--- config.mk ---
export PLATFORM = sky130hd
export DESIGN_NAME = ansi_color_escape_filter
export DESIGN_NICKNAME = d
export VERILOG_FILES = /design/src/hw/rtl/acef_pkg.sv /design/src/hw/rtl/ansi_color_escape_filter.sv /design/src/hw/rtl/acef_ram.sv /design/src/hw/rtl/acef_datapath.sv /design/src/hw/rtl/acef_ctrl.sv
export SDC_FILE = /design/constraint.sdc
export NUM_CORES = 1
export LEC_CHECK = 0
export BUFFER_PORTS_ARGS = -buffer_cell sky130_fd_sc_hd__buf_2
export CAP_MARGIN = 30
export CORE_ASPECT_RATIO = 2
export CORE_MARGIN = 3
export CORE_UTILIZATION = 60
export DETAILED_ROUTE_END_ITERATION = 10
export HOLD_SLACK_MARGIN = 0.06
export PLACE_DENSITY = 0.92
export SYNTH_ARGS = -nofsm -noshare
export SYNTH_HDL_FRONTEND = slang
export SYNTH_SLANG_ARGS = --single-unit
--- constraint.sdc ---
create_clock -name clk_i -period 4.6 [get_ports clk_i]
set_input_delay 0.23 -clock clk_i [delete_from_list [all_inputs] [get_ports clk_i]]
set_output_delay 0.23 -clock clk_i [all_outputs]
set_load 0.02 [all_outputs]
--- src/hw/rtl/acef_pkg.sv ---
// ----------------------------------------------------------------------------
// acef_pkg
// Shared types and byte codes for the ANSI color escape filter.
// ----------------------------------------------------------------------------
`default_nettype none

package acef_pkg;

  // byte codes
  localparam logic [7:0] CH_ESC  = 8'h1B;
  localparam logic [7:0] CH_LBRK = 8'h5B;  // '['
  localparam logic [7:0] CH_RBRK = 8'h5D;  // ']'
  localparam logic [7:0] CH_M    = 8'h6D;  // 'm'
  localparam logic [7:0] CH_SEMI = 8'h3B;  // ';'
  localparam logic [7:0] CH_PLUS = 8'h2B;
  localparam logic [7:0] CH_MINUS = 8'h2D;
  localparam logic [7:0] CH_NUL  = 8'h00;

  // color codes at or above this value are stripped
  localparam int unsigned COLOR_LIMIT = 30;
  // saturating field value: at most 29*10+9
  localparam int unsigned MAG_W = 9;

  typedef enum logic [1:0] {
    PTR_HOLD,
    PTR_ZERO,
    PTR_INC,
    PTR_FSTART
  } ptr_op_e;

  typedef enum logic [2:0] {
    EMIT_BYTE,
    EMIT_ESC,
    EMIT_LBRK,
    EMIT_SEMI,
    EMIT_DATA
  } emit_sel_e;

  typedef struct packed {
    logic      load_byte;
    logic      store_byte;
    logic      clr_count;
    ptr_op_e   ptr_op;
    logic      fstart_next;
    logic      atoi_clr;
    logic      atoi_step;
    logic      set_fend;
    logic      fend_count;
    logic      emit;
    emit_sel_e emit_sel;
    logic      emit_last;
  } acef_cmd_t;

  typedef struct packed {
    logic byte_esc;
    logic byte_lbrk;
    logic byte_rbrk;
    logic byte_m;
    logic byte_letter;
    logic count_full;
    logic eot;
    logic at_semi;
    logic field_empty;
    logic field_kept;
    logic copy_stop;
    logic term_eot;
    logic slot;
  } acef_status_t;

endpackage

`default_nettype wire

--- src/hw/rtl/ansi_color_escape_filter.sv ---
// ----------------------------------------------------------------------------
// ansi_color_escape_filter
// Terminal byte stream filter that strips color codes from SGR sequences.
// ----------------------------------------------------------------------------
//
//  channel | direction | handshake                  | payload
//  --------+-----------+----------------------------+-----------------------
//  in      | sink      | in_valid_i / in_stall_o    | in_byte_i
//  out     | source    | out_valid_o / out_stall_i  | out_byte_o, last_of_run_o
//  cfg     | APB slave | psel/penable/pwrite/pready | pass_through at 0x0
//
//  An accepted byte is registered, decoded in S_EVAL, then its output beats
//  are emitted one at a time; the input stays stalled until that is done.
//  A sequence end walks the parameter RAM (registered read): it scans each
//  byte and emits the prefix and the bytes of each kept field.
//  One output register holds a beat under out_stall_i while the next input
//  beat is taken; a stall only pauses the walk. Reset clears mode, count and
//  pass_through; the parameter RAM needs no clearing pass.
//
`default_nettype none

module ansi_color_escape_filter #(
  parameter int unsigned PARAM_DEPTH = 24
) (
  input  wire         clk_i,
  input  wire         rst_ni,
  // input byte channel
  input  wire         in_valid_i,
  output logic        in_stall_o,
  input  wire  [7:0]  in_byte_i,
  // output byte channel
  output logic        out_valid_o,
  input  wire         out_stall_i,
  output logic [7:0]  out_byte_o,
  output logic        last_of_run_o,
  // configuration
  input  wire         psel,
  input  wire         penable,
  input  wire         pwrite,
  input  wire  [2:0]  paddr,
  input  wire  [31:0] pwdata,
  output logic [31:0] prdata,
  output logic        pready
);

  import acef_pkg::*;

  localparam int unsigned AW = $clog2(PARAM_DEPTH);

  acef_cmd_t    cmd;
  acef_status_t status;

  logic          pass_q;
  logic          cfg_wr;
  logic          ram_we;
  logic [AW-1:0] ram_waddr;
  logic [7:0]    ram_wdata;
  logic [AW-1:0] ram_raddr;
  logic [7:0]    ram_rdata;

  // register file: pass_through is the only register, word 0
  assign pready = 1'b1;
  assign cfg_wr = psel && penable && pwrite && !paddr[2];
  assign prdata = paddr[2] ? 32'd0 : {31'd0, pass_q};

  always_ff @(posedge clk_i or negedge rst_ni) begin
    if (!rst_ni) begin
      pass_q <= 1'b0;
    end else if (cfg_wr) begin
      pass_q <= pwdata[0];
    end
  end

  acef_ctrl u_ctrl (
    .clk_i          (clk_i),
    .rst_ni         (rst_ni),
    .in_valid_i     (in_valid_i),
    .in_stall_o     (in_stall_o),
    .pass_through_i (pass_q),
    .status_i       (status),
    .cmd_o          (cmd)
  );

  acef_datapath #(
    .PARAM_DEPTH (PARAM_DEPTH)
  ) u_datapath (
    .clk_i         (clk_i),
    .rst_ni        (rst_ni),
    .in_byte_i     (in_byte_i),
    .cmd_i         (cmd),
    .status_o      (status),
    .ram_we_o      (ram_we),
    .ram_waddr_o   (ram_waddr),
    .ram_wdata_o   (ram_wdata),
    .ram_raddr_o   (ram_raddr),
    .ram_rdata_i   (ram_rdata),
    .out_valid_o   (out_valid_o),
    .out_stall_i   (out_stall_i),
    .out_byte_o    (out_byte_o),
    .last_of_run_o (last_of_run_o)
  );

  // collected CSI parameter bytes
  acef_ram #(
    .WIDTH (8),
    .DEPTH (PARAM_DEPTH)
  ) u_param_ram (
    .clk_i   (clk_i),
    .we_i    (ram_we),
    .waddr_i (ram_waddr),
    .wdata_i (ram_wdata),
    .raddr_i (ram_raddr),
    .rdata_o (ram_rdata)
  );

endmodule

`default_nettype wire

--- src/hw/rtl/acef_ram.sv ---
// ----------------------------------------------------------------------------
// acef_ram
// Generic single-write, single-read RAM with registered read data.
// ----------------------------------------------------------------------------
`default_nettype none

module acef_ram #(
  parameter int unsigned WIDTH = 8,
  parameter int unsigned DEPTH = 24
) (
  input  wire                       clk_i,
  input  wire                       we_i,
  input  wire [$clog2(DEPTH)-1:0]   waddr_i,
  input  wire [WIDTH-1:0]           wdata_i,
  input  wire [$clog2(DEPTH)-1:0]   raddr_i,
  output logic [WIDTH-1:0]          rdata_o
);

  logic [WIDTH-1:0] mem_q [DEPTH];

  always_ff @(posedge clk_i) begin
    if (we_i) begin
      mem_q[waddr_i] <= wdata_i;
    end
    rdata_o <= mem_q[raddr_i];
  end

endmodule

`default_nettype wire

--- src/hw/rtl/acef_datapath.sv ---
// ----------------------------------------------------------------------------
// acef_datapath
// Byte register, parameter counters and pointers, field value scanner and
// output register of the ANSI color escape filter.
// ----------------------------------------------------------------------------
`default_nettype none

module acef_datapath #(
  parameter int unsigned PARAM_DEPTH = 24
) (
  input  wire                          clk_i,
  input  wire                          rst_ni,
  input  wire  [7:0]                   in_byte_i,
  input  acef_pkg::acef_cmd_t          cmd_i,
  output acef_pkg::acef_status_t       status_o,
  output logic                         ram_we_o,
  output logic [$clog2(PARAM_DEPTH)-1:0] ram_waddr_o,
  output logic [7:0]                   ram_wdata_o,
  output logic [$clog2(PARAM_DEPTH)-1:0] ram_raddr_o,
  input  wire  [7:0]                   ram_rdata_i,
  output logic                         out_valid_o,
  input  wire                          out_stall_i,
  output logic [7:0]                   out_byte_o,
  output logic                         last_of_run_o
);

  import acef_pkg::*;

  localparam int unsigned AW = $clog2(PARAM_DEPTH);
  localparam int unsigned CW = $clog2(PARAM_DEPTH + 1);
  localparam logic [CW-1:0] DEPTH_C = CW'(PARAM_DEPTH);

  typedef enum logic [1:0] {
    PH_LEAD,
    PH_DIGIT,
    PH_STOP
  } atoi_ph_e;

  function automatic logic is_space(input logic [7:0] b);
    return (b == 8'h20) || (b >= 8'h09 && b <= 8'h0D);
  endfunction

  function automatic logic is_digit(input logic [7:0] b);
    return (b >= 8'h30) && (b <= 8'h39);
  endfunction

  function automatic logic is_letter(input logic [7:0] b);
    return (b >= 8'h41 && b <= 8'h5A) || (b >= 8'h61 && b <= 8'h7A);
  endfunction

  logic [7:0]       byte_q;
  logic [CW-1:0]    count_q, count_d;
  logic [CW-1:0]    ptr_q, ptr_d;
  logic [CW-1:0]    fstart_q, fstart_d;
  logic [CW-1:0]    fend_q;
  logic             term_eot_q;
  atoi_ph_e         ph_q, ph_d;
  logic             neg_q, neg_d;
  logic [MAG_W-1:0] mag_q, mag_d;
  logic             out_valid_q;
  logic [7:0]       out_byte_q;
  logic             last_q;

  logic             eot;
  logic             slot;
  logic             load_out;
  logic [7:0]       emit_byte;
  logic             mag_small;
  logic [MAG_W-1:0] mag_next;

  assign eot       = (ptr_q >= count_q) || (ram_rdata_i == CH_NUL);
  assign slot      = !out_valid_q || !out_stall_i;
  assign load_out  = cmd_i.emit && slot;
  assign mag_small = mag_q < MAG_W'(COLOR_LIMIT);
  // mag*10 + digit, only taken while mag is below the limit
  assign mag_next  = {mag_q[MAG_W-4:0], 3'b000} + {mag_q[MAG_W-2:0], 1'b0}
                   + {{(MAG_W-4){1'b0}}, ram_rdata_i[3:0]};

  always_comb begin
    status_o.byte_esc    = byte_q == CH_ESC;
    status_o.byte_lbrk   = byte_q == CH_LBRK;
    status_o.byte_rbrk   = byte_q == CH_RBRK;
    status_o.byte_m      = byte_q == CH_M;
    status_o.byte_letter = is_letter(byte_q);
    status_o.count_full  = count_q >= DEPTH_C;
    status_o.eot         = eot;
    status_o.at_semi     = ram_rdata_i == CH_SEMI;
    status_o.field_empty = ptr_q == fstart_q;
    status_o.field_kept  = neg_q || mag_small;
    status_o.copy_stop   = (ptr_q == fend_q) || eot;
    status_o.term_eot    = term_eot_q;
    status_o.slot        = slot;
  end

  // pointer into the parameter store; the RAM reads at its next value
  always_comb begin
    case (cmd_i.ptr_op)
      PTR_ZERO:   ptr_d = '0;
      PTR_INC:    ptr_d = ptr_q + CW'(1);
      PTR_FSTART: ptr_d = fstart_q;
      default:    ptr_d = ptr_q;
    endcase
    if (cmd_i.ptr_op == PTR_ZERO) begin
      fstart_d = '0;
    end else if (cmd_i.fstart_next) begin
      fstart_d = ptr_q + CW'(1);
    end else begin
      fstart_d = fstart_q;
    end
  end

  assign ram_raddr_o = (ptr_d >= DEPTH_C) ? '0 : ptr_d[AW-1:0];
  assign ram_we_o    = cmd_i.store_byte;
  assign ram_waddr_o = count_q[AW-1:0];
  assign ram_wdata_o = byte_q;

  always_comb begin
    if (cmd_i.clr_count) begin
      count_d = '0;
    end else if (cmd_i.store_byte) begin
      count_d = count_q + CW'(1);
    end else begin
      count_d = count_q;
    end
  end

  // field value scan: spaces, one sign, then digits
  always_comb begin
    ph_d  = ph_q;
    neg_d = neg_q;
    mag_d = mag_q;
    if (cmd_i.atoi_clr) begin
      ph_d  = PH_LEAD;
      neg_d = 1'b0;
      mag_d = '0;
    end else if (cmd_i.atoi_step) begin
      case (ph_q)
        PH_LEAD: begin
          if (is_space(ram_rdata_i)) begin
            ph_d = PH_LEAD;
          end else if (ram_rdata_i == CH_PLUS || ram_rdata_i == CH_MINUS) begin
            neg_d = ram_rdata_i == CH_MINUS;
            ph_d  = PH_DIGIT;
          end else if (is_digit(ram_rdata_i)) begin
            if (mag_small) mag_d = mag_next;
            ph_d = PH_DIGIT;
          end else begin
            ph_d = PH_STOP;
          end
        end
        PH_DIGIT: begin
          if (is_digit(ram_rdata_i)) begin
            if (mag_small) mag_d = mag_next;
          end else begin
            ph_d = PH_STOP;
          end
        end
        default: ph_d = ph_q;
      endcase
    end
  end

  always_comb begin
    case (cmd_i.emit_sel)
      EMIT_ESC:  emit_byte = CH_ESC;
      EMIT_LBRK: emit_byte = CH_LBRK;
      EMIT_SEMI: emit_byte = CH_SEMI;
      EMIT_DATA: emit_byte = ram_rdata_i;
      default:   emit_byte = byte_q;
    endcase
  end

  always_ff @(posedge clk_i or negedge rst_ni) begin
    if (!rst_ni) begin
      count_q     <= '0;
      ptr_q       <= '0;
      fstart_q    <= '0;
      fend_q      <= '0;
      term_eot_q  <= 1'b0;
      ph_q        <= PH_LEAD;
      neg_q       <= 1'b0;
      mag_q       <= '0;
      out_valid_q <= 1'b0;
    end else begin
      count_q  <= count_d;
      ptr_q    <= ptr_d;
      fstart_q <= fstart_d;
      ph_q     <= ph_d;
      neg_q    <= neg_d;
      mag_q    <= mag_d;
      if (cmd_i.set_fend) begin
        fend_q     <= ptr_q;
        term_eot_q <= eot;
      end else if (cmd_i.fend_count) begin
        fend_q <= count_q;
      end
      if (load_out) begin
        out_valid_q <= 1'b1;
      end else if (!out_stall_i) begin
        out_valid_q <= 1'b0;
      end
    end
  end

  always_ff @(posedge clk_i) begin
    if (cmd_i.load_byte) begin
      byte_q <= in_byte_i;
    end
    if (load_out) begin
      out_byte_q <= emit_byte;
      last_q     <= cmd_i.emit_last;
    end
  end

  assign out_valid_o   = out_valid_q;
  assign out_byte_o    = out_byte_q;
  assign last_of_run_o = last_q;

  a_count_bound : assert property (@(posedge clk_i) disable iff (!rst_ni)
    count_q <= DEPTH_C)
    else $error("parameter count past store depth");

  a_field_order : assert property (@(posedge clk_i) disable iff (!rst_ni)
    fstart_q <= ptr_q)
    else $error("field start ahead of read pointer");

endmodule

`default_nettype wire

--- src/hw/rtl/acef_ctrl.sv ---
// ----------------------------------------------------------------------------
// acef_ctrl
// Sequencer of the ANSI color escape filter: parse mode, input handshake and
// the rewrite walk over the parameter store.
// ----------------------------------------------------------------------------
`default_nettype none

module acef_ctrl (
  input  wire                     clk_i,
  input  wire                     rst_ni,
  input  wire                     in_valid_i,
  output logic                    in_stall_o,
  input  wire                     pass_through_i,
  input  acef_pkg::acef_status_t  status_i,
  output acef_pkg::acef_cmd_t     cmd_o
);

  import acef_pkg::*;

  typedef enum logic [3:0] {
    S_IDLE,
    S_EVAL,
    S_X_ESC,
    S_CHECK,
    S_PRE_ESC,
    S_PRE_BRK,
    S_PRE_SEMI,
    S_SCAN,
    S_COPY,
    S_FINAL
  } state_e;

  typedef enum logic [1:0] {
    MODE_TEXT = 2'd0,
    MODE_ESC  = 2'd1,
    MODE_CSI  = 2'd2
  } mode_e;

  state_e state_q, state_d;
  mode_e  mode_q, mode_d;
  logic   any_kept_q, any_kept_d;
  logic   color_q, color_d;

  assign in_stall_o = state_q != S_IDLE;

  always_comb begin
    state_d    = state_q;
    mode_d     = mode_q;
    any_kept_d = any_kept_q;
    color_d    = color_q;
    cmd_o      = '0;
    cmd_o.ptr_op   = PTR_HOLD;
    cmd_o.emit_sel = EMIT_BYTE;

    unique case (state_q)
      S_IDLE: begin
        if (in_valid_i) begin
          cmd_o.load_byte = 1'b1;
          state_d = S_EVAL;
        end
      end
      S_EVAL: begin
        if (pass_through_i) begin
          state_d = S_FINAL;
        end else begin
          unique case (mode_q)
            MODE_ESC: begin
              if (status_i.byte_lbrk) begin
                mode_d = MODE_CSI;
                cmd_o.clr_count = 1'b1;
                state_d = S_IDLE;
              end else begin
                mode_d  = MODE_TEXT;
                state_d = S_X_ESC;
              end
            end
            MODE_CSI: begin
              if (!status_i.byte_m && !status_i.count_full && !status_i.byte_letter) begin
                cmd_o.store_byte = 1'b1;
                state_d = S_IDLE;
              end else begin
                mode_d         = MODE_TEXT;
                cmd_o.ptr_op   = PTR_ZERO;
                cmd_o.atoi_clr = 1'b1;
                any_kept_d     = 1'b0;
                if (status_i.byte_m) begin
                  color_d = 1'b1;
                  state_d = S_SCAN;
                end else begin
                  color_d          = 1'b0;
                  cmd_o.fend_count = 1'b1;
                  state_d          = S_CHECK;
                end
              end
            end
            default: begin
              if (status_i.byte_esc) begin
                mode_d  = MODE_ESC;
                state_d = S_IDLE;
              end else begin
                mode_d  = MODE_TEXT;
                state_d = S_FINAL;
              end
            end
          endcase
        end
      end
      S_X_ESC: begin
        // ESC then the byte, or ESC alone when the byte is ']'
        cmd_o.emit      = 1'b1;
        cmd_o.emit_sel  = EMIT_ESC;
        cmd_o.emit_last = status_i.byte_rbrk;
        if (status_i.slot) begin
          state_d = status_i.byte_rbrk ? S_IDLE : S_FINAL;
        end
      end
      S_CHECK: begin
        state_d = status_i.eot ? S_IDLE : S_PRE_ESC;
      end
      S_PRE_ESC: begin
        cmd_o.emit     = 1'b1;
        cmd_o.emit_sel = EMIT_ESC;
        if (status_i.slot) state_d = S_PRE_BRK;
      end
      S_PRE_BRK: begin
        cmd_o.emit     = 1'b1;
        cmd_o.emit_sel = EMIT_LBRK;
        if (status_i.slot) begin
          cmd_o.ptr_op = PTR_FSTART;
          any_kept_d   = 1'b1;
          state_d      = S_COPY;
        end
      end
      S_PRE_SEMI: begin
        cmd_o.emit     = 1'b1;
        cmd_o.emit_sel = EMIT_SEMI;
        if (status_i.slot) begin
          cmd_o.ptr_op = PTR_FSTART;
          state_d      = S_COPY;
        end
      end
      S_SCAN: begin
        if (status_i.eot || status_i.at_semi) begin
          if (!status_i.field_empty && status_i.field_kept) begin
            cmd_o.set_fend = 1'b1;
            state_d = any_kept_q ? S_PRE_SEMI : S_PRE_ESC;
          end else if (status_i.eot) begin
            state_d = any_kept_q ? S_FINAL : S_IDLE;
          end else begin
            cmd_o.ptr_op      = PTR_INC;
            cmd_o.fstart_next = 1'b1;
            cmd_o.atoi_clr    = 1'b1;
          end
        end else begin
          cmd_o.atoi_step = 1'b1;
          cmd_o.ptr_op    = PTR_INC;
        end
      end
      S_COPY: begin
        if (status_i.copy_stop) begin
          if (color_q && !status_i.term_eot) begin
            cmd_o.ptr_op      = PTR_INC;
            cmd_o.fstart_next = 1'b1;
            cmd_o.atoi_clr    = 1'b1;
            state_d           = S_SCAN;
          end else begin
            state_d = S_FINAL;
          end
        end else begin
          cmd_o.emit     = 1'b1;
          cmd_o.emit_sel = EMIT_DATA;
          if (status_i.slot) cmd_o.ptr_op = PTR_INC;
        end
      end
      S_FINAL: begin
        cmd_o.emit      = 1'b1;
        cmd_o.emit_sel  = EMIT_BYTE;
        cmd_o.emit_last = 1'b1;
        if (status_i.slot) state_d = S_IDLE;
      end
      default: state_d = S_IDLE;
    endcase
  end

  always_ff @(posedge clk_i or negedge rst_ni) begin
    if (!rst_ni) begin
      state_q    <= S_IDLE;
      mode_q     <= MODE_TEXT;
      any_kept_q <= 1'b0;
      color_q    <= 1'b0;
    end else begin
      state_q    <= state_d;
      mode_q     <= mode_d;
      any_kept_q <= any_kept_d;
      color_q    <= color_d;
    end
  end

  a_accept_eval : assert property (@(posedge clk_i) disable iff (!rst_ni)
    (in_valid_i && !in_stall_o) |=> state_q == S_EVAL)
    else $error("accepted beat not evaluated next cycle");

  a_brk_after_esc : assert property (@(posedge clk_i) disable iff (!rst_ni)
    (state_q == S_PRE_BRK) |->
      ($past(state_q) == S_PRE_ESC || $past(state_q) == S_PRE_BRK))
    else $error("'[' prefix without ESC");

endmodule

`default_nettype wire
## Yosys cells after proc, flatten, opt, wreduce, memory -nomap -nowiden

Memories as Yosys holds them, arrays and structs flattened. A register that Yosys moved wholly into a read port is not among the register bits.
Cells that the tools add are included.

| cells by class | value |
|---|---|
| shift operators | 0 |
| $mul | 0 |
| add/sub/neg operators | 4 |
| $lt $le $gt $ge | 12 |
| divide/modulo/power cells | 0 |
| multiplexer cells | 101 |
| reduce and logical (&&, ||, !) cells | 49 |
| equality and inequality tests | 47 |
| bitwise gates (word level) | 2 |

Operators with widths:

| operator | number |
|---|---|
| 2-to-1 mux 4 bit | 20 |
| 2-to-1 mux 9 bit | 6 |
| 2-to-1 mux 2 bit | 19 |
| case mux 4 bit (9 select lines) | 1 |
| 2-to-1 mux 5 bit | 7 |
| 2-to-1 mux 1 bit | 34 |
| equality test 8 x 6 -> 1 bit (second input constant) | 4 |
| case mux 8 bit (4 select lines) | 1 |
| equality test 8 x 7 -> 1 bit (second input constant) | 3 |
| case mux 4 bit (5 select lines) | 1 |
| case mux 9 bit (2 select lines) | 1 |
| equality test 4 x 3 -> 1 bit (second input constant) | 4 |
| greater-or-equal comparator 8 x 7 -> 1 bit (second input constant) | 2 |
| <= comparator 8 x 7 -> 1 bit (second input constant) | 2 |
| case mux 5 bit (3 select lines) | 1 |
| inequality test 2 x 1 -> 1 bit (second input constant) | 7 |
| inequality test 2 bit (second input constant) | 7 |
| nonzero test 2 bit | 7 |
| logical AND 1 bit | 12 |
| AND reduction 4 bit | 3 |
| adder 5 x 1 -> 5 bit (second input constant) | 2 |
| equality test 5 bit | 2 |
| greater-or-equal comparator 5 bit (second input constant) | 2 |
| adder 9 x 4 -> 9 bit | 1 |
| other kinds (36) | 66 |

| word-level totals | value |
|---|---|
| bits in writable memories | 192 |
| latch bits | 0 |
| input bits | 50 |
| word-level logic and storage cells | 233 |
| memories | 1 |
| output and inout port bits | 44 |
| bits in registers | 60 |
| bits in read-only memories | 0 |

Memory list:

| memory | words | bits a word | rd ports | clocked after Yosys merged registers in | write ports | RTL line | RTL |
|---|---|---|---|---|---|---|---|
| u_param_ram.mem_q | 24 | 8 | 1 | 1 | 1 | acef_ram.sv:19 | `logic [WIDTH-1:0] mem_q [DEPTH];` |

## Longest topological paths before layout

Gate-level depths: netlist of the first run.

| depth | value |
|---|---|
| word-level depth | 13 |
| mapped depth | 18 |

## Modules after synthesis

From an unflattened synthesis of the first run, not the netlist that was laid out.

| second synthesis, totals | value |
|---|---|
| cell total of the unflattened synthesis | 852 |
| area total of the unflattened synthesis | 12000.3 um2 |

Modules (own cells, without submodules):

| module | instances | cells an instance | seq. area each (um2) | area an instance (um2) |
|---|---|---|---|---|
| acef_ram | 1 | 383 | 5925.7 | 7719.9 |
| acef_datapath | 1 | 324 | 1361.3 | 3129.3 |
| acef_ctrl | 1 | 107 | 200.2 | 849.6 |
| ansi_color_escape_filter | 1 | 38 | 25.0 | 301.5 |

## Least setup slack after synthesis of the first run

Ideal clock, no wire load.

| timing | value |
|---|---|
| path kind | reg-to-reg |
| start | reg u_datapath.count_q[2], in the netlist u_datapath.ram_waddr_o[2] |
| end | reg u_param_ram.rdata_o[6], read port of u_param_ram.mem_q |
| cell stages (with the launch flop) | 17 |
| required time | 4.478 ns |
| period minus slack after synthesis | 3.407 ns |
| setup slack | 1.193 ns |
| data arrival time | 3.285 ns |
| path through | dfrtp_1 -> inv_1 -> ha_1 -> a21o_1 -> a31oi_1 -> o21ai_2 -> or3_1 -> buf_2 -> a31oi_1 -> a21o_2 -> inv_4 -> and3_1 -> buf_6 -> o221a_1 -> a211o_1 -> o22a_1 -> o32a_1 |

| on the way | value |
|---|---|
| longest elaborated chain between the ends | 12 |

RTL lines:

| element | RTL line | RTL |
|---|---|---|
| start: declaration | acef_datapath.sv:52 | `logic [CW-1:0] count_q, count_d;` |
| start signal: assignment | acef_datapath.sv:185 | `count_q <= count_d;` |
| greater-or-equal comparator 5 bit | acef_datapath.sv:85 | `status_o.count_full = count_q >= DEPTH_C;` |
| zero test 1 bit | acef_ctrl.sv:78 | `if (!status_i.byte_m && !status_i.count_full && !status_i.byte_letter) begin` |
| logical AND 1 bit (2 in a row) | acef_ctrl.sv:78 |  |
| 2-to-1 mux 1 bit | acef_ctrl.sv:78 |  |
| 2-to-1 mux 2 bit | acef_ctrl.sv:66 | `unique case (mode_q)` |
| 2-to-1 mux 4 bit | acef_ctrl.sv:63 | `if (pass_through_i) begin` |
| case mux 2 bit (4 select lines) (*) | acef_ctrl.sv:55 | `unique case (state_q)` |
| equality test 2 bit or equality test 2 x 1 -> 1 bit (tied branches) | acef_datapath.sv:97 | `case (cmd_i.ptr_op)` |
| case mux 5 bit (3 select lines) (*) | acef_datapath.sv:97 |  |
| net u_datapath.ptr_d[3] | acef_datapath.sv:53 | `logic [CW-1:0] ptr_q, ptr_d;` |
| greater-or-equal comparator 5 bit | acef_datapath.sv:112 | `assign ram_raddr_o = (ptr_d >= DEPTH_C) ? '0 : ptr_d[AW-1:0];` |
| 2-to-1 mux 5 bit (*) | acef_datapath.sv:112 |  |
| end: declaration | acef_ram.sv:16 | `output logic [WIDTH-1:0] rdata_o` |

Mark *: on every way through the listed nets, which the timed path passes. The rest lies on a longest branch.
A chain may end at the register's enable or synchronous reset.

## Worst setup path after layout of the first run

| timing | value |
|---|---|
| start | reg u_datapath.count_q[2], in the netlist u_datapath.ram_waddr_o[2] |
| end | reg u_param_ram.rdata_o[7], read port of u_param_ram.mem_q |

The elaborated chain is that of the path after synthesis.

==> impl_metrics.csv, run 1 <==
group,metric,value,unit
layout,fin_nets,1086,
clock_network,cts_tree,"yes",
synthesis,synth-edff-count,209,
timing,hold_violations,0,
synthesis,yosys-top-cells-area,"edfxtp_1, dfrtp_1, mux2i_1",
floorplanning,row_count,72,
layout,areaGrowthSynthToFinish,9.959,%
synthesis,synth.avg_cell_area,12.46,um^2
timing,finalMaxSlewViolations,0,
layout,n_antenna_cell,0,
timing,fin_setup_tns,0,ns
worst_setup_path,crit_path_cell_trace,"inv_1 > ha_1 > a21o_1 > a31oi_1 > o21a_1 > a21o_1 > nand3_2 > o211ai_2 > a21boi_4 > buf_12 > buf_4 > nand2_1 > a31oi_1 > o21ai_0 > a22oi_1",
synthesis,yosys.area.top_type,"edfxtp_1",
floorplanning,initial_core_util,61.44,%
placement,place_congestion,0.9695,
timing,finalCritPeriodShare,95.52,%
synthesis,ys_top_cells_by_count,"edfxtp_1, nand2_1, nor2_1",
detailed_routing,drt-pass1-iter-count,8,
floorplanning,fp.dieW,106.0,um
synthesis,ys_warn_count,0,
worst_setup_path,cp_data_arrival_time,4.82,ns
floorplanning,dieArea,0.02186,mm^2
global_routing,gr-total-overflow,0,
synthesis,synth_area,0.01201,mm^2
clock_network,worstSkewPairLatency,0.51,ns
clock_network,h-tree-depth,1,
power,powerDensity,595.2,mW/mm^2
floorplanning,core,0.01955,mm^2
synthesis,synth.most_common_cell,"edfxtp_1",
timing,whs,0.09065,ns
global_routing,grt_max_degree,39,
global_routing,grt_use_total,27.25,%
detailed_routing,dr_total_vias,8275,
run,drv_cap,0,
synthesis,async_reset_ff_share,16.54,%
worst_setup_path,critPathMaxFanout,17,
synthesis,synthCells,964,
placement,hpwl,20390,um
worst_setup_path,critPathMaxStageDelay,0.51,ns
clock_network,clkSlewWorstSetupHoldPaths,0.07,ns
layout,layout-drive-gt1-share,11.89,%
layout,regArea,0.007512,mm^2
timing,fin_crit,4.394,ns
synthesis,synthDistinctLibCells,81,
worst_setup_path,start_kind,"register",
outcome,outcome,"finished clean",
layout,multiInputGateArea,0.004061,mm^2
synthesis,synth.top_cell.area_share,52.25,%
global_routing,antenna_found_initial,0,
global_routing,grt_pass1_vias,8275,
layout,final_cell_count_no_fill,1285,
layout,fillers,1279,
detailed_routing,ant_nets,0,
detailed_routing,wirelength,29500,um
hold_path,hold_class,"input port to async pin",
floorplanning,ios,94,
global_routing,grt_pass1_wl,45400,um
clock_network,cts_inserted_buffers,22,
power,power_leakage,0.004975,uW
detailed_routing,route.detailed.drc,0,
timing,skew,0.009905,ns
timing,slew_headroom,45.63,%
detailed_routing,initialDrtViolationCount,1104,
synthesis,ys_ff_latch,260,
synthesis,synth-main-ff-cell,"edfxtp_1",
timing,rsz0062_at_grt,"no",
worst_setup_path,critical_path_class,"register to register",
timing,tightestPinTransition,0.8126,ns
clock_network,clock-root-buffer,"clkbuf_16",
placement,dpl.cell_count,1234,
placement,io_buffers,28,
worst_setup_path,cp_slowest_cell,"o211ai_2",
worst_setup_path,cp.required,5.03,ns
clock_network,cts_resized,0,
power,peakVddDrop,0.3301,mV
clock_network,clock_path_buffers,3,
detailed_routing,avgViaCountPerCell,6.440,
detailed_routing,wl_per_cell,22.95,um
timing,fmax,0.2276,GHz
floorplanning,die_h,206.1,um
worst_setup_path,crit_path_end_kind,"register",
worst_setup_path,r2r_setup_slack,0.21,ns
clock_network,clock_sinks,260,
synthesis,seq_area_frac_synth,62.54,%
timing,finalSetupViolCount,0,
what timing repair did:
item,4_1_cts,5_1_grt
setup buffers,0,0
endpoints found under the hold margin,53,0
hold buffers,11,0
placed cells by master, fill, tap and decap left out, types with 12 or more instances in the layout:
| cell | n |
|---|---|
| a21oi_1 | 50 |
| a22oi_1 | 14 |
| a31oi_1 | 13 |
| buf_2 | 28 |
| buf_4 | 24 |
| clkbuf_16 | 23 |
| conb_1 | 32 |
| dfrtp_1 | 43 |
| edfxtp_1 | 209 |
| ha_1 | 24 |
| inv_1 | 21 |
| mux2i_1 | 43 |
| nand2_1 | 105 |
| nor2_1 | 104 |
| o21ai_0 | 39 |
| o221ai_1 | 15 |
| o2bb2ai_1 | 12 |
| xnor2_1 | 13 |
| xor2_1 | 12 |
routing by layer:
layer | routed length [um] | GRT usage, %
met5 | 0 | 0
met4 | 2200 | 18.39
met3 | 2018 | 3.470
met2 | 15990 | 50.64
met1 | 9285 | 28.15
registers in the layout, summed over array words and instances (netlist names):
signal	count
u_ctrl.mode_q	2
u_ctrl.any_kept_q	1
u_ctrl.state_q	4
u_datapath.ptr_q	5
u_datapath.term_eot_q	1
u_datapath.ram_wdata_o	8
u_datapath.fstart_q	5
u_datapath.fend_q	5
u_datapath.out_valid_o	1
u_datapath.last_of_run_o	1
u_datapath.ph_q	2
u_param_ram.rdata_o	8
u_param_ram.mem_q	192
u_datapath.mag_q	9
u_datapath.out_byte_o	8
u_datapath.ram_waddr_o	5
u_ctrl.color_q	1
u_datapath.neg_q	1
pass_q	1
cell type report:
cell class | count | share of cell area (%)
clock inverters | 12 | 1.184
flip-flops and latches | 260 | 56.88
repair buffers | 65 | 3.562
inverters | 23 | 0.6726
clock buffers | 28 | 4.500
well taps | 259 | 2.454
multi-input cells | 638 | 30.75
power breakdown:
part	switching (uW)	leakage [uW]	internal, uW
logic	1920	0.00211	1010
registers	219	0.00251	2780
clock network	838	0.000349	1100
stage by stage:
stage	power, uW	cell area [um^2]	utilization, %	worst slack (ns)
2_1_floorplan	5000	12120	-	1.193
3_3_place_gp	5732	12330	63.06	0.5350
3_5_place_dp	5821	12350	63.16	0.4451
4_1_cts	7772	13210	67.56	0.3300
5_1_grt	8153	13210	67.56	0.01161
6_report	7861	13210	67.56	0.2061
logic make-up after synthesis:
| family | Yosys count | share of synthesized area [%] |
|---|---|---|
| muxes | 49 | 4.146 |
| buffers and inverters | 96 | 4.625 |
| DFF | 260 | 62.54 |
| AOI/OAI and AO/OA | 221 | 13.17 |
| other | 2 | 0.06252 |
| adders and majority gates | 26 | 2.833 |
| xor gates and xnor gates | 25 | 1.823 |
| and+or+nand+nor | 285 | 10.80 |
worst paths after layout:
kind | start | endpoint | depth (start not counted)
setup / recovery | u_datapath.ram_waddr_o[2] | u_param_ram.rdata_o[7] | 15
max in group asynchronous | rst_ni | u_ctrl.mode_q[1] | 3
min in group clk_i | penable | pass_q | 3
hold reg to reg | u_ctrl.mode_q[0] | u_ctrl.mode_q[0] | 2
setup reg to reg | u_datapath.ram_waddr_o[2] | u_param_ram.rdata_o[7] | 15
hold / removal | rst_ni | u_datapath.fstart_q[1] | 2
worst max-delay path: cells and delay by family (launching register included):
kind                       cells  cell delay [ns]
AOI/OAI and AO/OA              9             2.64
and+or+nand+nor                2             0.26
adders and majority gates      1             0.35
buffers and inverters          3             0.60
DFF                            1             0.46
Power figures use the tool's default switching activity.
==> run 2: changes to the inputs <==
Settings changed: CORE_UTILIZATION 60 to 29, MAX_ROUTING_LAYER from default to met4, PLACE_DENSITY 0.92 to 0.56, RECOVER_POWER from default to 100.
==> impl_metrics.csv, run 2 (synthesized netlist as in run 1, its figures left out) <==
group,metric,value,unit
outcome,outcome,"complete, but fails checks",
outcome,violations,"max-capacitance violations, max-slew violations",
layout,multiInputGateArea,0.004030,mm^2
timing,fin_setup_tns,0,ns
power,clkPwrFrac,26.0,%
worst_setup_path,crit_family,"compound AO/OA/AOI/OAI gates",
global_routing,grt_pass1_vias,7997,
hold_path,hold_class,"input port to register",
power,p_sw_share,37.02,%
layout,regArea,0.007512,mm^2
placement,hpwl,23320,um
clock_network,cts_inserted_buffers,24,
power,switchingPower,2986,uW
timing,tightestPinTransition,2.595,ns
timing,finalMaxSlewViolations,126,
timing,rsz0062_at_grt,"no",
layout,areaGrowthSynthToFinish,13.81,%
placement,place_congestion,0.8818,
worst_setup_path,r2r_setup_slack,0.40,ns
worst_setup_path,critPathMaxStageDelay,0.61,ns
worst_setup_path,crit_cells,14,
layout,layout-drive-gt1-share,10.05,%
worst_setup_path,critical_path_class,"register to register",
timing,finalSetupViolCount,0,
detailed_routing,avgViaCountPerCell,4.942,
power,peakVddDrop,0.2744,mV
floorplanning,row_count,104,
power,power_leakage,0.005009,uW
power,p_comb_share,37.3,%
clock_network,worstSkewPairLatency,0.53,ns
detailed_routing,dr_total_vias,7784,
layout,reg_top3,"u_param_ram.mem_q: 192 flops, u_datapath.mag_q: 9 flops",
worst_setup_path,cp_num_buf_inv,3,
layout,top_register,"u_param_ram.mem_q",
layout,fin_nets,1103,
timing,fmax,0.2381,GHz
clock_network,h-tree-depth,1,
detailed_routing,route.detailed.drc,0,
detailed_routing,wirelength,31720,um
worst_setup_path,critPathMaxFanout,18,
power,powerDensity,590.0,mW/mm^2
global_routing,antenna_found_initial,0,
detailed_routing,initialDrtViolationCount,445,
timing,finalCritPeriodShare,91.30,%
global_routing,grt_use_total,14.77,%
timing,whs,0.3610,ns
clock_network,cts_resized,0,
worst_setup_path,start_kind,"register",
global_routing,gr-total-overflow,0,
global_routing,grt_max_degree,44,
layout,largest_reg_flops,192,
detailed_routing,ant_nets,0,
floorplanning,fp.dieW,149.9,um
detailed_routing,drt-pass1-iter-count,5,
clock_network,clkSlewWorstSetupHoldPaths,0.07,ns
layout,n_antenna_cell,0,
clock_network,cts_tree,"yes",
layout,final_common_cell,"edfxtp_1",
placement,io_buffers,28,
clock_network,clock_path_buffers,3,
worst_setup_path,r2r-end,"u_param_ram.rdata_o[5]",
layout,fillers,4081,
worst_setup_path,cp_slowest_cell,"o21ai_0",
power,seq_power_share,36.7,%
worst_setup_path,cp-endpoint,"u_param_ram.rdata_o[5]",
detailed_routing,wl_per_cell,20.14,um
worst_setup_path,r2r-start,"u_datapath.ram_waddr_o[2]",
clock_network,clock_sinks,260,
worst_setup_path,reg2reg_depth,14,
timing,hold_violations,0,
worst_setup_path,critPathLaunch,"u_datapath.ram_waddr_o[2]",
floorplanning,core,0.04060,mm^2
floorplanning,die_h,293.8,um
layout,final_cell_mix,"edfxtp_1, nand2_1, nor2_1",
global_routing,grt_pass1_wl,47930,um
floorplanning,initial_core_util,29.59,%
power,p_int,5079,uW
floorplanning,dieArea,0.04405,mm^2
floorplanning,ios,94,
timing,skew,0.01502,ns
worst_setup_path,cp.required,4.95,ns
timing,fin_crit,4.200,ns
worst_setup_path,crit_path_cell_trace,"inv_1 > ha_1 > a21o_1 > a31oi_1 > o21a_1 > a21oi_1 > o41ai_1 > a21o_1 > inv_2 > a21boi_2 > buf_4 > a22oi_1 > o21ai_0 > a22oi_1",
run,drv_cap,4,
worst_setup_path,crit_path_end_kind,"register",
timing,slew_headroom,-73.02,%
clock_network,clock-root-buffer,"clkbuf_16",
worst_setup_path,cp_data_arrival_time,4.55,ns
-- run 2: power by group through the flow --
stage          Sequential, uW  Clock, uW  Combinational [uW]
4_1_cts                  2950       2150                3060
2_1_floorplan            3010          0                1990
3_5_place_dp             3000          0                3040
3_3_place_gp             3000          0                3020
5_1_grt                  2980       2230                3240
6_report                 2960       2100                3000
-- run 2: per-layer routing --
layer / GRT usage (%) / vias to the layer above / routed length [um]
met5: - / - / 0
met4: 7.128 / 0 / 1544
li1: - / 3657 / -
met2: 29.36 / 223 / 18430
met1: 13.50 / 3833 / 10520
met3: 1.572 / 71 / 1228
-- run 2: timing repair --
action / in CTS / in global routing
endpoints found under the hold margin: 53 / 0
setup buffers: 0 / 0
hold buffers: 12 / 0
setup endpoints to repair: 0 / 0
-- run 2: cell type report --
cell class,count,area share (%)
Clock buffer,32,4.988
Tap cell,530,4.851
Sequential cell,260,54.95
Multi-Input combinational cell,638,29.48
Timing Repair Buffer,80,3.981
Clock inverter,12,1.098
Inverter,23,0.6498
-- run 2: through the flow --
step | setup slack, ns | power (uW) | instance area (um^2) | instances | util, %
after detailed placement | 0.4911 | 6043 | 12830 | 1519 | 31.60
after CTS | 0.4637 | 8169 | 13780 | 1575 | 33.94
after global placement | 0.4822 | 6020 | 12830 | 1519 | 31.60
after global routing | 0.1454 | 8442 | 13670 | 1575 | 33.67
after floorplan | 1.193 | 5000 | 12120 | 994 | -
final | 0.4003 | 8065 | 13670 | 1575 | 33.67
-- run 2: how the worst min path moves through the flow --
| stage | from | slack [ns] | cells past startpoint | end |
|---|---|---|---|---|
| 5_1_grt | in_valid_i | 0.38 | 2 | u_datapath.ram_wdata_o[4] |
| 3_5_place_dp | rst_ni | 0.37 | 2 | u_datapath.fend_q[3] |
| 6_report | in_valid_i | 0.36 | 2 | u_datapath.ram_wdata_o[4] |
| 2_1_floorplan | rst_ni | -0.07 | 0 | pass_q |
| 3_3_place_gp | rst_ni | 0.37 | 2 | u_datapath.fend_q[0] |
| 4_1_cts | rst_ni | 0.35 | 3 | u_datapath.fend_q[3] |
==> run 3: changes to the inputs <==
Settings changed: CORE_UTILIZATION 29 to 51, PLACE_DENSITY 0.56 to 0.81.
==> impl_metrics.csv, run 3 (synthesized netlist as in run 1, its figures left out) <==
group,metric,value,unit
outcome,outcome,"finished clean",
worst_setup_path,reg2reg_depth,13,
power,clkPwrFrac,23.1,%
floorplanning,initial_core_util,52.37,%
power,p_int,4840,uW
hold_path,min-delay-start,"in_valid_i",
floorplanning,row_count,78,
placement,dpl.cell_count,1271,
timing,rsz0062_at_grt,"no",
clock_network,cts_resized,0,
clock_network,h-tree-depth,1,
placement,io_buffers,28,
layout,final_cell_mix,"edfxtp_1, nand2_1, nor2_1",
clock_network,clock-root-buffer,"clkbuf_16",
placement,place_congestion,0.9658,
floorplanning,fp.dieW,114.5,um
timing,hold_violations,0,
global_routing,grt_max_degree,31,
timing,fin_setup_tns,0,ns
layout,layout-drive-gt1-share,10.64,%
detailed_routing,dr_total_vias,8059,
floorplanning,ios,94,
global_routing,antenna_found_initial,0,
power,power_leakage,0.004963,uW
floorplanning,core,0.02293,mm^2
worst_setup_path,critical_path_class,"register to register",
global_routing,grt_pass1_wl,43970,um
timing,fin_crit,4.312,ns
layout,final_common_cell,"edfxtp_1",
worst_setup_path,r2r-start,"u_datapath.ram_wdata_o[6]",
power,switchingPower,2932,uW
clock_network,cts_tree,"yes",
worst_setup_path,cp_data_arrival_time,4.70,ns
hold_path,hold_class,"input port to register",
timing,skew,0.02103,ns
hold_path,holdPathStages,2,
layout,n_antenna_cell,0,
detailed_routing,avgViaCountPerCell,6.091,
placement,hpwl,20810,um
timing,finalSetupViolCount,0,
clock_network,worstSkewPairLatency,0.52,ns
layout,final_cell_count_no_fill,1323,
floorplanning,die_h,223.0,um
timing,slew_headroom,7.630,%
timing,fmax,0.2319,GHz
floorplanning,dieArea,0.02554,mm^2
detailed_routing,route.detailed.drc,0,
clock_network,clkSlewWorstSetupHoldPaths,0.07,ns
clock_network,clock_sinks,260,
worst_setup_path,critPathLaunch,"u_datapath.ram_wdata_o[6]",
global_routing,gr-total-overflow,0,
timing,finalCritPeriodShare,93.74,%
power,powerDensity,587.6,mW/mm^2
worst_setup_path,crit_path_end_kind,"register",
layout,areaGrowthSynthToFinish,10.11,%
layout,fin_nets,1103,
power,seq_power_share,38.2,%
timing,tightestPinTransition,1.386,ns
power,p_sw_share,37.72,%
detailed_routing,wl_per_cell,21.49,um
layout,top_register,"u_param_ram.mem_q",
clock_network,cts_inserted_buffers,22,
worst_setup_path,critPathMaxFanout,27,
global_routing,grt_pass1_vias,8116,
run,drv_cap,0,
detailed_routing,wirelength,28440,um
layout,largest_reg_flops,192,
detailed_routing,ant_nets,0,
detailed_routing,drt-pass1-iter-count,6,
worst_setup_path,cp.required,4.99,ns
timing,finalMaxSlewViolations,0,
layout,reg_top3,"u_param_ram.mem_q: 192 flops, u_datapath.mag_q: 9 flops",
global_routing,grt_use_total,23.06,%
power,p_comb_share,38.7,%
power,peakVddDrop,0.5437,mV
detailed_routing,initialDrtViolationCount,682,
clock_network,clock_path_buffers,3,
worst_setup_path,start_kind,"register",
## run 3: timing repair
action                     4_1_cts  5_1_grt
hold buffers                    12        0
setup endpoints to repair        0        0
hold endpoints to repair        29        0
setup buffers                    0        0
## run 3: critical path, stage by stage, from the launching register on
cell	delay, ns
edfxtp_1	0.33
clkbuf_1	0.95
nor2b_1	0.32
nand4bb_1	0.26
o221ai_2	0.26
a21oi_4	0.16
o41ai_1	0.10
a21o_1	0.37
inv_2	0.15
a21o_1	0.38
o2bb2ai_1	0.23
a211o_1	0.32
o211ai_1	0.20
a22oi_1	0.13
## run 3: layout make-up
type                       count  area, um^2
clock buffer                  24       579.3
timing repair buffer          82       530.5
multi-input combinational    638        4045
sequential                   260        7512
inverter                      23       88.84
tap                          280       350.3
fill                        1769        9708
clock inverter                16       120.1
## run 3: power groups by stage
stage / Combinational, uW / Clock, uW / Sequential (uW)
floorplan: 1990 / 0 / 3010
global placement: 2920 / 0 / 3010
detailed placement: 2970 / 0 / 3010
CTS: 3000 / 1820 / 2960
global route: 3240 / 1920 / 2990
finish: 3010 / 1790 / 2970
## run 3: path summary, 6_finish.rpt
kind | to | slack [ns]
worst max register to register | u_param_ram.rdata_o[1] | 0.29
max in group asynchronous | u_datapath.ram_waddr_o[4] | 2.23
worst min register to register | u_ctrl.color_q | 0.52
worst min-delay path | u_datapath.ram_wdata_o[6] | 0.36
min in group asynchronous | u_datapath.neg_q | 0.53
worst max-delay path | u_param_ram.rdata_o[1] | 0.29
## run 3: metrics by stage
step	setup slack, ns	area, um^2	total power (uW)	hold slack, ns	utilization (%)
2_1_floorplan	1.193	12120	5000	-0.06559	-
3_3_place_gp	0.4825	12470	5928	0.4093	54.39
3_5_place_dp	0.4104	12490	5982	0.2365	54.47
4_1_cts	0.4075	13310	7779	0.2785	58.05
5_1_grt	0.08706	13230	8147	0.3635	57.67
6_report	0.2880	13230	7772	0.3561	57.67
## run 3: metal layers
metal / track usage [%] / vias up / part of all wire, %
met3: 2.524 / 124 / 4.9
met1: 22.28 / 3937 / 32
li1: - / 3663 / -
met2: 42.25 / 335 / 56
met4: 14.61 / 0 / 7.0
met5: - / - / 0
